==> config.mk <==
export PLATFORM = sky130hd
export DESIGN_NAME = mste_solve
export DESIGN_NICKNAME = d
export VERILOG_FILES = /design/src/mste_pkg.sv /design/src/mste_solve.sv
export SDC_FILE = /design/constraint.sdc
export NUM_CORES = 1
export LEC_CHECK = 0
export BUFFER_PORTS_ARGS = -buffer_cell sky130_fd_sc_hd__buf_2
export CAP_MARGIN = 0
export CORE_UTILIZATION = 39
export DETAILED_ROUTE_END_ITERATION = 8
export PLACE_DENSITY = 0.8
export SYNTH_ARGS = -nofsm -noshare
export SYNTH_HDL_FRONTEND = slang
export SYNTH_SLANG_ARGS = --single-unit
==> constraint.sdc <==
create_clock -name vclk -period 2.7
set_input_delay 0.27 -clock vclk [all_inputs]
set_output_delay 0.27 -clock vclk [all_outputs]
set_load 0.1 [all_outputs]
==> src/mste_pkg.sv <==
// mount slew target encoder: shared widths, constants, register codes and types
`timescale 1ns / 1ps
`default_nettype none
package mste_pkg;

    // fraction bits of a turn in the angle words
    localparam int TURN_FRACTION_BITS = 24;

    // fixed field widths
    localparam int HA_W   = 24;
    localparam int DEC_W  = 24;
    localparam int ZERO_W = 24;
    localparam int SPT_W  = 25;
    localparam int STEP_W = 26;

    // configuration port
    localparam int CFG_IDX_W  = 3;
    localparam int CFG_DATA_W = 25;

    localparam logic [CFG_IDX_W-1:0] REG_SOUTH_HEMISPHERE   = 3'd0;
    localparam logic [CFG_IDX_W-1:0] REG_RA_ZERO_STEPS      = 3'd1;
    localparam logic [CFG_IDX_W-1:0] REG_RA_STEPS_PER_TURN  = 3'd2;
    localparam logic [CFG_IDX_W-1:0] REG_DEC_ZERO_STEPS     = 3'd3;
    localparam logic [CFG_IDX_W-1:0] REG_DEC_STEPS_PER_TURN = 3'd4;

    localparam logic [ZERO_W-1:0] ZERO_STEPS_RESET     = ZERO_W'(8388608);
    localparam logic [SPT_W-1:0]  STEPS_PER_TURN_RESET = SPT_W'(16777216);

    // axis position words: two integer bits of turn headroom plus sign
    localparam int POS_W = TURN_FRACTION_BITS + 3;
    localparam logic signed [POS_W-1:0] ONE_TURN  = POS_W'(1) << TURN_FRACTION_BITS;
    localparam logic signed [POS_W-1:0] HALF_TURN = ONE_TURN >>> 1;
    localparam logic signed [POS_W-1:0] THREE_QUARTER_TURN = ONE_TURN - (ONE_TURN >>> 2);

    // step product and sum widths
    localparam int PROD_W = POS_W + SPT_W + 1;
    localparam int SHIFT_W = PROD_W - TURN_FRACTION_BITS;
    localparam int SUM_W = SHIFT_W + 1;
    localparam logic signed [SUM_W-1:0] STEP_MAX = SUM_W'((64'sd1 <<< (STEP_W - 1)) - 64'sd1);
    localparam logic signed [SUM_W-1:0] STEP_MIN = SUM_W'(-(64'sd1 <<< (STEP_W - 1)));

    // configuration register set
    typedef struct packed {
        logic              south;
        logic [ZERO_W-1:0] ra_zero;
        logic [SPT_W-1:0]  ra_spt;
        logic [ZERO_W-1:0] dec_zero;
        logic [SPT_W-1:0]  dec_spt;
    } t_cfg;

endpackage
`default_nettype wire

==> src/mste_solve.sv <==
// mount slew target encoder: pier side axis positions and solution order
`timescale 1ns / 1ps
`default_nettype none
module mste_solve (
    input  wire logic signed [mste_pkg::HA_W-1:0]  i_hour_angle,
    input  wire logic signed [mste_pkg::DEC_W-1:0] i_declination,
    input  wire                                    i_south,
    output logic signed [mste_pkg::POS_W-1:0]      o_normal_ra_pos,
    output logic signed [mste_pkg::POS_W-1:0]      o_normal_dec_pos,
    output logic signed [mste_pkg::POS_W-1:0]      o_flipped_ra_pos,
    output logic signed [mste_pkg::POS_W-1:0]      o_flipped_dec_pos,
    output logic                                   o_normal_is_west
);

    localparam int F = mste_pkg::TURN_FRACTION_BITS;

    logic signed [mste_pkg::POS_W-1:0] h_ext;
    logic signed [mste_pkg::POS_W-1:0] h_low;
    logic signed [mste_pkg::POS_W-1:0] h;
    logic signed [mste_pkg::POS_W-1:0] d;
    logic signed [mste_pkg::POS_W-1:0] degw_raw;
    logic signed [mste_pkg::POS_W-1:0] dege_raw;
    logic signed [mste_pkg::POS_W-1:0] degw;
    logic signed [mste_pkg::POS_W-1:0] dege;
    logic signed [mste_pkg::POS_W-1:0] haw;
    logic signed [mste_pkg::POS_W-1:0] hae;
    logic                              west_first;

    // hour angle wrapped into [-half, half) turn
    assign h_ext = mste_pkg::POS_W'(i_hour_angle);
    assign h_low = h_ext & (mste_pkg::ONE_TURN - mste_pkg::POS_W'(1));
    assign h     = h_low[F-1] ? (h_low - mste_pkg::ONE_TURN) : h_low;
    assign d     = mste_pkg::POS_W'(i_declination);

    // west and east positions by hemisphere
    always_comb begin
        if (i_south) begin
            degw_raw = d[mste_pkg::POS_W-1] ? -d : (mste_pkg::ONE_TURN - d);
            dege_raw = mste_pkg::HALF_TURN + d;
            haw      = mste_pkg::HALF_TURN - h;
            hae      = h[mste_pkg::POS_W-1] ? -h : (mste_pkg::ONE_TURN - h);
        end else begin
            degw_raw = mste_pkg::HALF_TURN - d;
            dege_raw = d[mste_pkg::POS_W-1] ? (mste_pkg::ONE_TURN + d) : d;
            haw      = h[mste_pkg::POS_W-1] ? (h + mste_pkg::ONE_TURN) : h;
            hae      = h + mste_pkg::HALF_TURN;
        end
    end

    // declination rebase above three quarters of a turn
    assign degw = (degw_raw > mste_pkg::THREE_QUARTER_TURN) ?
                  (degw_raw - mste_pkg::ONE_TURN) : degw_raw;
    assign dege = (dege_raw > mste_pkg::THREE_QUARTER_TURN) ?
                  (dege_raw - mste_pkg::ONE_TURN) : dege_raw;

    // counterweight-down side goes first
    assign west_first = haw < mste_pkg::HALF_TURN;

    assign o_normal_ra_pos   = west_first ? haw  : hae;
    assign o_normal_dec_pos  = west_first ? degw : dege;
    assign o_flipped_ra_pos  = west_first ? hae  : haw;
    assign o_flipped_dec_pos = west_first ? dege : degw;
    assign o_normal_is_west  = west_first;

endmodule
`default_nettype wire

==> flow_metrics.tcl, run 1 <==
set metrics [dict create \
    die_x_um 77.3 \
    synth.distinct_cells 49 \
    num_io_pins 158 \
    stop_stage "3_5_place_dp" \
    status "aborted with a tool error" \
    ys_seq_area_share_pct 0 \
    place.gp.congestion 0.927 \
    fp-row-count 27 \
    netlist_area_sq_um 2210 \
    error_line "[ERROR DPL-0038] Utilization greater than 100%, impossible to legalize" \
    netlist_instances 344 \
    fp.dieH_um 77.3 \
    yosysWarnings 0 \
    initial_utilization_pct 40.4 \
    syn_avg_cell_area_sq_um 6.42 \
    numPortBuffers 154 \
]
## cells by family after synthesis
group	Yosys count	synth area share (%)
and+or+nand+nor	150	35.1
buffers and inverters	47	10.6
AOI/OAI and AO/OA	45	13.4
xor gates and xnor gates	92	36.5
adders and majority gates	4	2.27
other	2	0.340
muxes	4	1.87
## per-stage QoR
| step | setup WS [ns] | instance area, sq um |
|---|---|---|
| after floorplan | -0.718 | 3680 |
| after global placement | -0.266 | 6470 |
## cell usage after synthesis (all sizes together), types with 2 or more instances
library cell / number / share of area (%)
or3: 7 / 2.0
or4: 6 / 2.0
o31ai: 3 / 1.0
xnor2: 67 / 27
nand3b: 2 / 0.68
a21oi: 6 / 1.4
or3b: 2 / 0.79
xor2: 25 / 9.9
conb: 2 / 0.34
nand3: 6 / 1.4
nand2b: 2 / 0.57
clkbuf: 19 / 3.2
o22ai: 2 / 0.57
buf: 18 / 5.7
o41ai: 7 / 2.8
inv: 10 / 1.7
nor2: 33 / 5.6
or2: 3 / 0.85
o31a: 2 / 0.79
nand4: 5 / 1.4
ha: 4 / 2.3
nor2b: 2 / 0.57
o21a: 3 / 1.0
and3: 2 / 0.57
mux2i: 3 / 1.4
nor3: 18 / 4.5
nand2: 46 / 7.8
o21ai: 16 / 3.6
nor3b: 3 / 1.0
o211ai: 2 / 0.68
nor4: 8 / 3.2
==> inputs of run 2 (changes only) <==
Settings changed: CORE_UTILIZATION 39 to 40, PLACE_DENSITY 0.8 to default, PLACE_DENSITY_LB_ADDON from default to 0.15.
Clock period 2.7 ns to 3.5 ns, I/O delays scaled along.
==> flow_metrics.tcl, run 2 <==
set metrics [dict create \
    status "finished, final reports clean" \
    dpl_cell_area_sq_um 4300 \
    n_fill_cell 320 \
    tightest_slew_ns 0.755 \
    post_cts_buffers 0 \
    power_mw 1.60 \
    holdCritPathClass "in2out" \
    routed_wl_um 8070 \
    holdWs_ns 1.07 \
    grt_pass1_wl_um 13400 \
    ant_nets 0 \
    rsz0062_at_grt "false" \
    setup_viol 0 \
    overflow 0 \
    dp_hpwl_um 6980 \
    wl_per_cell_um 14.7 \
    powerDensity_nw_per_um2 371 \
    worst_ep_arrival_time_ns 3.02 \
    netlist_area_sq_um 2210 \
    grt_max_degree 29 \
    slew-limit-headroom_pct 49.4 \
    initial_utilization_pct 42.5 \
    die_x_um 76.3 \
    fin_cells 548 \
    numPortBuffers 154 \
    hold_end "o_normal_ra_pos[24]" \
    final_util_pct 82.6 \
    num_io_pins 158 \
    setup_tns_ns 0 \
    slew_viol_final 0 \
    viasPerCell 5.42 \
    worst_path_max_delay_cell "or4_1" \
    yosysWarnings 0 \
    setup_slack_ns 0.126 \
    cts_hold_buf 0 \
    dp.cells 548 \
    path_class "in2out" \
    worstPathRequired_ns 3.15 \
    regArea_sq_um 0 \
    hold_viol 0 \
    netlist_instances 344 \
    die_area_sq_um 5830 \
    area_growth_pct 94.6 \
    seq_cell_count 0 \
    hp-start "i_hour_angle[23]" \
    layout_common_cells "101 x buf_2, 53 x buf_12, 45 x nand2_1" \
    fin_crit_sh_pct 96.4 \
    fp-row-count 26 \
    fmax_ghz 0.296 \
    grt_pass1_vias 2842 \
    power_leakage_nw 1.87 \
    first_pass_iters 4 \
    ys_seq_area_share_pct 0 \
    nNetsFinal 533 \
    drtIter0Drc 155 \
    crit_chain "buf_2 -> or3_4 -> or4_1 -> nor2_4 -> nand2_2 -> ha_2 -> o2111ai_1 -> nor3_1 -> and4bb_4 -> o41ai_4 -> buf_12" \
    cts-resized-gates 0 \
    antenna_found_initial 0 \
    min_path_cells 3 \
    drive_gt1_share_pct 49.4 \
    core_region_area_sq_um 5200 \
    nClkBuffers 0 \
    start_kind "input port" \
    crit_path_end_kind "primary output" \
    critPathMaxFanout 8 \
    vias 2971 \
    synth.area.top_cells "xnor2_1 27%, xor2_1 9.9%, nand2_1 7.8%" \
    mostFrequentLayoutCell "buf_2" \
    synth.top_cell.area_share_pct 26.6 \
    synth_commonest_cells "67 x xnor2_1, 46 x nand2_1, 33 x nor2_1" \
    critPathMaxStageDelay_ns 0.61 \
    fin_crit_ns 3.37 \
    num_antenna_cells 0 \
    multiInputGateArea_sq_um 2510 \
    grt.total_usage_pct 27.0 \
    maxCapViolCount 0 \
    place.gp.congestion 0.809 \
    synth_top_area_cell "xnor2_1" \
    syn_avg_cell_area_sq_um 6.42 \
    finalInstanceArea_sq_um 4300 \
    drcViolationCount 0 \
    synth.distinct_cells 49 \
    fp.dieH_um 76.3 \
    dp_slack_ns 0.135 \
    vdd_drop_max_mv 0.398 \
    synth_most_common_cell "xnor2_1" \
]
==> run 2: cell counts after synthesis <==
No cell type changed its count.
==> run 2: power breakdown <==
part	switching, mW	leakage, nW	internal (mW)	total [mW]
Combinational	1.17	1.87	0.425	1.60
Clock	0	0	0	0
Sequential	0	0	0	0
==> run 2: worst max-delay path by stage <==
stage / endpoint / cells past startpoint / slack [ns] / startpoint
final: o_flipped_dec_pos[26] / 11 / 0.13 / i_declination[16]
after global routing: o_flipped_dec_pos[26] / 11 / 0.03 / i_declination[16]
after detailed placement: o_flipped_dec_pos[26] / 11 / 0.14 / i_declination[16]
after floorplan: o_flipped_dec_pos[1] / 9 / -0.31 / i_hour_angle[6]
after global placement: o_flipped_dec_pos[26] / 11 / 0.24 / i_declination[16]
after CTS: o_flipped_dec_pos[26] / 11 / 0.13 / i_declination[16]
==> run 2: cells by family (layout without fill, tap and decap cells) <==
family | count (synthesis) | count (layout) | share of synthesized area (%)
compound gates | 45 | 45 | 13.4
mux | 4 | 4 | 1.87
xor+xnor | 92 | 92 | 36.5
other cells | 2 | 6 | 0.340
simple gates | 150 | 150 | 35.1
fa+ha+maj | 4 | 4 | 2.27
buf+inv | 47 | 177 | 10.6
==> run 2: worst max-delay path, delay by kind of cell <==
| family | cells | cell delay, ns |
|---|---|---|
| and+or+nand+nor | 6 | 1.58 |
| AOI/OAI and AO/OA | 2 | 0.49 |
| buffers and inverters | 2 | 0.39 |
| adders and majority gates | 1 | 0.20 |
==> run 2: area by class of cell <==
cell class	instances	share of cell area (%)
multi-input combinational	301	58.4
tap	70	2.04
inverter	10	0.873
timing repair buffer	167	38.7
==> run 2: per-layer routing <==
| metal | vias up | track usage, % | part of all wire, % |
|---|---|---|---|
| li1 | 1414 | - | - |
| met3 | 6 | 2.51 | 5.4 |
| met2 | 128 | 54.9 | 55 |
| met4 | 0 | 2.12 | 0.66 |
| met5 | - | 0 | 0 |
| met1 | 1423 | 31.1 | 39 |
Power figures use the tool's default switching activity.
