$ cat config.mk
export PLATFORM = sky130hd
export DESIGN_NAME = mste_cfg_regs
export DESIGN_NICKNAME = d
export VERILOG_FILES = /design/src/mste_pkg.sv /design/src/mste_cfg_regs.sv
export SDC_FILE = /design/constraint.sdc
export NUM_CORES = 1
export LEC_CHECK = 0
export BUFFER_PORTS_ARGS = -buffer_cell sky130_fd_sc_hd__buf_2
export CAP_MARGIN = 25
export CORE_MARGIN = 2
export CORE_UTILIZATION = 40
export CTS_CLUSTER_SIZE = 14
export DETAILED_ROUTE_END_ITERATION = 7
export PLACE_DENSITY = 0.67
export SLEW_MARGIN = 20
export SYNTH_ARGS = -nofsm -noshare
export SYNTH_HDL_FRONTEND = slang
export SYNTH_SLANG_ARGS = --single-unit
$ cat constraint.sdc
create_clock -name i_clk -period 2.15 [get_ports i_clk]
set_input_delay 0.1075 -clock i_clk [delete_from_list [all_inputs] [get_ports i_clk]]
set_output_delay 0.1075 -clock i_clk [all_outputs]
set_load 0.05 [all_outputs]
$ cat src/mste_pkg.sv
// mount slew target encoder: shared widths, constants, register codes and types
`timescale 1ns / 1ps
`default_nettype none
package mste_pkg;

    // fraction bits of a turn in the angle words
    localparam int TURN_FRACTION_BITS = 24;

    // fixed field widths
    localparam int HA_W   = 24;
    localparam int DEC_W  = 24;
    localparam int ZERO_W = 24;
    localparam int SPT_W  = 25;
    localparam int STEP_W = 26;

    // configuration port
    localparam int CFG_IDX_W  = 3;
    localparam int CFG_DATA_W = 25;

    localparam logic [CFG_IDX_W-1:0] REG_SOUTH_HEMISPHERE   = 3'd0;
    localparam logic [CFG_IDX_W-1:0] REG_RA_ZERO_STEPS      = 3'd1;
    localparam logic [CFG_IDX_W-1:0] REG_RA_STEPS_PER_TURN  = 3'd2;
    localparam logic [CFG_IDX_W-1:0] REG_DEC_ZERO_STEPS     = 3'd3;
    localparam logic [CFG_IDX_W-1:0] REG_DEC_STEPS_PER_TURN = 3'd4;

    localparam logic [ZERO_W-1:0] ZERO_STEPS_RESET     = ZERO_W'(8388608);
    localparam logic [SPT_W-1:0]  STEPS_PER_TURN_RESET = SPT_W'(16777216);

    // axis position words: two integer bits of turn headroom plus sign
    localparam int POS_W = TURN_FRACTION_BITS + 3;
    localparam logic signed [POS_W-1:0] ONE_TURN  = POS_W'(1) << TURN_FRACTION_BITS;
    localparam logic signed [POS_W-1:0] HALF_TURN = ONE_TURN >>> 1;
    localparam logic signed [POS_W-1:0] THREE_QUARTER_TURN = ONE_TURN - (ONE_TURN >>> 2);

    // step product and sum widths
    localparam int PROD_W = POS_W + SPT_W + 1;
    localparam int SHIFT_W = PROD_W - TURN_FRACTION_BITS;
    localparam int SUM_W = SHIFT_W + 1;
    localparam logic signed [SUM_W-1:0] STEP_MAX = SUM_W'((64'sd1 <<< (STEP_W - 1)) - 64'sd1);
    localparam logic signed [SUM_W-1:0] STEP_MIN = SUM_W'(-(64'sd1 <<< (STEP_W - 1)));

    // configuration register set
    typedef struct packed {
        logic              south;
        logic [ZERO_W-1:0] ra_zero;
        logic [SPT_W-1:0]  ra_spt;
        logic [ZERO_W-1:0] dec_zero;
        logic [SPT_W-1:0]  dec_spt;
    } t_cfg;

endpackage
`default_nettype wire

$ cat src/mste_cfg_regs.sv
// mount slew target encoder: configuration register file
`timescale 1ns / 1ps
`default_nettype none
module mste_cfg_regs (
    input  wire                               i_clk,
    input  wire                               i_rst_n,
    input  wire                               i_cfg_valid,
    output logic                              o_cfg_ready,
    input  wire  [mste_pkg::CFG_IDX_W-1:0]    i_cfg_index,
    input  wire  [mste_pkg::CFG_DATA_W-1:0]   i_cfg_data,
    output mste_pkg::t_cfg                    o_cfg
);

    mste_pkg::t_cfg r_cfg;
    mste_pkg::t_cfg n_cfg;
    logic           r_cfg_ready;

    // register write decode
    always_comb begin
        n_cfg = r_cfg;
        if (i_cfg_valid && r_cfg_ready) begin
            unique case (i_cfg_index)
                mste_pkg::REG_SOUTH_HEMISPHERE:   n_cfg.south    = i_cfg_data[0];
                mste_pkg::REG_RA_ZERO_STEPS:
                    n_cfg.ra_zero  = i_cfg_data[mste_pkg::ZERO_W-1:0];
                mste_pkg::REG_RA_STEPS_PER_TURN:
                    n_cfg.ra_spt   = i_cfg_data[mste_pkg::SPT_W-1:0];
                mste_pkg::REG_DEC_ZERO_STEPS:
                    n_cfg.dec_zero = i_cfg_data[mste_pkg::ZERO_W-1:0];
                mste_pkg::REG_DEC_STEPS_PER_TURN:
                    n_cfg.dec_spt  = i_cfg_data[mste_pkg::SPT_W-1:0];
                default: n_cfg = r_cfg;
            endcase
        end
    end

    // register state and ready
    always_ff @(posedge i_clk) begin
        if (!i_rst_n) begin
            r_cfg.south    <= 1'b0;
            r_cfg.ra_zero  <= mste_pkg::ZERO_STEPS_RESET;
            r_cfg.ra_spt   <= mste_pkg::STEPS_PER_TURN_RESET;
            r_cfg.dec_zero <= mste_pkg::ZERO_STEPS_RESET;
            r_cfg.dec_spt  <= mste_pkg::STEPS_PER_TURN_RESET;
            r_cfg_ready    <= 1'b0;
        end else begin
            r_cfg       <= n_cfg;
            r_cfg_ready <= 1'b1;
        end
    end

    assign o_cfg       = r_cfg;
    assign o_cfg_ready = r_cfg_ready;

endmodule
`default_nettype wire

[Word level (Yosys, flattened, before mapping)]
Cells that the tools add are included.
Operators by class
  equality and inequality tests: 4
  muxes and demuxes: 1
  reduce and logical (&&, ||, !) cells: 7
Operators by type and width (number)
  AND reduction 2 bit: 5
  == test 3 x 2 -> 1 bit, second input constant: 2
  == test 3 x 1 -> 1 bit, second input constant: 1
  == test 3 bit, second input constant: 1
  zero test 3 bit: 1
  logical AND 1 bit: 1
  2-to-1 mux 1 bit: 1
Storage, ports and cells
  flip-flop bits (word level): 100
  input port bits: 31
  output and inout bits: 100
  word-level logic and storage cells: 18

[Depth between registers and ports, before layout]
  depth after elaboration: 2
  gate-level depth with buffers: 5
  gate-level depth less buffers: 3

[Least setup slack after synthesis]
Ideal clock, no wire load.
  kind: register -> register
  start point: register r_cfg_ready (netlist: o_cfg_ready)
  end point: register r_cfg (netlist bit o_cfg[10])
  setup time: 0.120 ns
  arrival: 1.705 ns
  required time: 2.030 ns
  slack: 0.325 ns
  stages on the path, launching flop included: 6
  path buffers: 2
  clock period less this slack: 1.825 ns
  cells stage by stage: dfxtp_1 > nand2_1 > or4b_1 > buf_4 > buf_6 > mux2i_1
Between the ends
  cells in the longest elaborated chain, start to end: 2
Ends and longest elaborated chain
  start: declaration: RTL line mste_cfg_regs.sv:16  | logic r_cfg_ready;
  start signal: assignment: RTL line mste_cfg_regs.sv:45  | r_cfg_ready <= 1'b0;
  start signal: assignment: RTL line mste_cfg_regs.sv:48  | r_cfg_ready <= 1'b1;
  logical AND 1 bit: RTL line mste_cfg_regs.sv:21  | if (i_cfg_valid && r_cfg_ready) begin
  AND reduction 2 bit (no source line)
  end signal: assignment: RTL line mste_cfg_regs.sv:47  | r_cfg <= n_cfg;
  end: declaration: RTL line mste_cfg_regs.sv:14  | mste_pkg::t_cfg r_cfg;
No other way between the ends.
A chain may end at the register's enable or synchronous reset.

[Worst setup path after layout]
  start point: register r_cfg_ready (netlist: o_cfg_ready)
  end point: register r_cfg (netlist bit o_cfg[23])
Same word-level chain as after synthesis.

==> impl_metrics.sql <==
INSERT INTO impl_metrics (metric_group, metric, value, unit) VALUES
('status', 'status', 'finished, final reports clean', ''),
('clock_network', 'cts-buffers-inserted', '9', ''),
('timing', 'report.final.slew_viol_count', '0', ''),
('final_layout', 'layout_commonest_cell', 'sky130_fd_sc_hd__buf_2', ''),
('worst_setup_path', 'worstPathMaxFanout', '25', ''),
('clock_network', 'cts_resized', '0', ''),
('worst_setup_path', 'cpMaxStageDelayCell', 'sky130_fd_sc_hd__or4b_2', ''),
('final_layout', 'share_of_cells_above_drive_strength_1', '32.0', '%'),
('drt', 'drt_pre_antenna_iters', '5', ''),
('synthesis', 'yosys_warnings', '0', ''),
('worst_setup_path', 'critical_path_class', 'reg -> reg', ''),
('hold_path', 'holdCritPathClass', 'in -> reg', ''),
('place', 'numPortBuffers', '130', ''),
('place', 'gp_routability_congestion', '0.814', ''),
('pwr', 'fin_total_pwr', '3.48', 'mW'),
('worst_setup_path', 'cp_cell_instances', 'nand2_1 > or4b_2 > buf_4 > mux2i_1', ''),
('global_routing', 'grt_first_pass_wirelength', '13.9', 'mm'),
('floorplanning', 'die_height', '99.6', 'um'),
('global_routing', 'total_global_routing_track_utilization', '17.4', '%'),
('clock_network', 'postCtsSetupRepairBufs', '0', ''),
('drt', 'viasPerCell', '4.83', ''),
('flow_run', 'maxCapViolations', '0', ''),
('final_layout', 'layout.cells.most_common_list', 'sky130_fd_sc_hd__buf_2, sky130_fd_sc_hd__nand2_1, sky130_fd_sc_hd__dfxtp_1, sky130_fd_sc_hd__mux2i_1, sky130_fd_sc_hd__clkbuf_8', ''),
('place', 'placed_cells', '574', ''),
('timing', 'worst_hold_slack', '24.3', 'ps'),
('drt', 'average_wire_length_per_cell_after_detail_routing', '14.4', 'um'),
('pwr', 'irDropWorstVdd', '0.313', 'mV'),
('timing', 'rsz0062_at_grt', 'no', ''),
('timing', 'skew', '4.86', 'ps'),
('synthesis', 'yosys.area.top_type_share', '54.7', '%'),
('worst_setup_path', 'timing.critical_path.slowest_cell_delay', '620', 'ps'),
('worst_setup_path', 'data_required_critical_path', '2370', 'ps'),
('timing', 'worst_pin_slew', '570', 'ps'),
('timing', 'max_freq', '583', 'MHz'),
('timing', 'final_min_period_over_clock_period', '79.7', '%'),
('floorplanning', 'start_util', '41.5', '%'),
('synthesis', 'ys_ff_latch', '100', ''),
('global_routing', 'grt_max_degree', '127', ''),
('final_layout', 'antennaDiodeCount', '0', ''),
('drt', 'post_route_drc_violation_count', '0', ''),
('worst_setup_path', 'crit_path_start_kind', 'flop', ''),
('global_routing', 'congestion_overflow_gr', '0', ''),
('pwr', 'leakage', '2.34', 'nW'),
('worst_setup_path', 'end_kind', 'flop', ''),
('synthesis', 'synthesis.instances', '356', ''),
('synthesis', 'syn-cell-area', '0.00366', 'mm2'),
('worst_setup_path', 'worstPathArrival', '1940', 'ps'),
('final_layout', 'fin_cells', '590', ''),
('clock_network', 'clock_insertion_delay_worst_skew', '350', 'ps'),
('synthesis', 'biggest_area_consumer_among_synthesized_cells', 'sky130_fd_sc_hd__dfxtp_1', ''),
('clock_network', 'ctsHoldBuffers', '0', ''),
('final_layout', 'layout.nets', '508', ''),
('floorplanning', 'placement_rows', '34', ''),
('floorplanning', 'ios', '131', ''),
('timing', 'timing.max_slew.rel_slack', '62.0', '%'),
('synthesis', 'synth_area_leaders', 'sky130_fd_sc_hd__dfxtp_1, sky130_fd_sc_hd__mux2i_1, sky130_fd_sc_hd__nand2_1, sky130_fd_sc_hd__clkbuf_1, sky130_fd_sc_hd__nor2b_1', ''),
('clock_network', 'cts_tree', 'yes', ''),
('drt', 'drt_iter0_drc', '76', ''),
('drt', 'drt-total-wl', '8.49', 'mm'),
('clock_network', 'htree_levels', '3', ''),
('floorplanning', 'fp.dieArea', '0.00993', 'mm2'),
('timing', 'finalHoldViolations', '0', ''),
('timing', 'totalNegativeSetupSlack', '0', 'ps'),
('clock_network', 'ctsLongestPathBuffers', '2', ''),
('place', 'detailed_place_hpwl', '5.55', 'mm'),
('global_routing', 'number_of_global_route_vias_before_repair', '2870', ''),
('synthesis', 'avgSynthCellArea', '10.3', 'um2'),
('drt', 'vias', '2848', ''),
('final_layout', 'flow.area_growth_from_synthesis', '26.1', '%'),
('timing', 'finalWorstPathRequiredPeriod', '1710', 'ps'),
('timing', 'finalSetupViolations', '0', '');
## sequential cells by signal, indices dropped and copies added, names as in the netlist
name	count
o_cfg_ready	1
o_cfg	99
## report_power, final
part / switching (mW) / leakage, nW / total [mW] / internal (mW)
clock network: 0.633 / 0.113 / 1.32 / 0.688
logic: 0.195 / 1.42 / 0.270 / 0.0756
registers: 0.0125 / 0.808 / 1.89 / 1.88
total: 0.840 / 2.34 / 3.48 / 2.64
## metal layers
layer | GRT usage [%] | up-vias | share of wire [%]
met2 | 27.4 | 98 | 44
met5 | 0 | - | 0
met4 | 6.11 | 0 | 1.4
met3 | 6.96 | 10 | 8.4
li1 | - | 1411 | -
met1 | 21.6 | 1329 | 46
## cell usage after synthesis
cell type and instances:
sky130_fd_sc_hd__nor4b_1 1, sky130_fd_sc_hd__or4b_1 1, sky130_fd_sc_hd__buf_4 5, sky130_fd_sc_hd__buf_6 2, sky130_fd_sc_hd__nor3b_1 1, sky130_fd_sc_hd__nand2_1 120
sky130_fd_sc_hd__dfxtp_1 100, sky130_fd_sc_hd__nand4_1 1, sky130_fd_sc_hd__nor4_1 1, sky130_fd_sc_hd__nor2b_1 7, sky130_fd_sc_hd__mux2i_1 99, sky130_fd_sc_hd__clkbuf_1 14
sky130_fd_sc_hd__buf_2 4
## cell families after synthesis
kind of cell           share of synthesized area (%)
and+or+nand+nor                                 14.6
DFF                                             54.7
muxes                                           27.1
buffers and inverters                           3.63
## critical path, delay by kind of cell, from the launching register on
kind | cells | cell delay (ps)
buf+inv | 1 | 290
flops | 1 | 370
mux | 1 | 170
simple gates | 2 | 750
## cell type report
class / count / area [um2] / area share, %
clock buffers: 10 / 138 / 2.98
clock inverters: 6 / 86.3 / 1.87
well taps: 108 / 135 / 2.93
multi-input cells: 231 / 1540 / 33.3
flip-flops and latches: 100 / 2000 / 43.4
repair buffers: 135 / 716 / 15.5
## path summary, 6_finish.rpt
kind,start,to,slack (ps),depth (start not counted)
max,o_cfg_ready$_DFF_P_,o_cfg[23]$_SDFFE_PN0P_,440,4
min,i_cfg_data[24],o_cfg[24]$_SDFFE_PN1P_,20,3
max reg2reg,o_cfg_ready$_DFF_P_,o_cfg[23]$_SDFFE_PN0P_,440,4
min reg2reg,o_cfg[79]$_SDFFE_PN0P_,o_cfg[79]$_SDFFE_PN0P_,460,2
## stage by stage
step                setup WS (ps)  instance area, um2  utilization, %
global placement              504                4390            49.8
global route                  337                4610            52.4
detailed placement            459                4390            49.8
floorplan                     325                3660               -
finish                        436                4610            52.4
CTS                           437                4610            52.4
No activity file was read; power rests on OpenSTA's default activity.
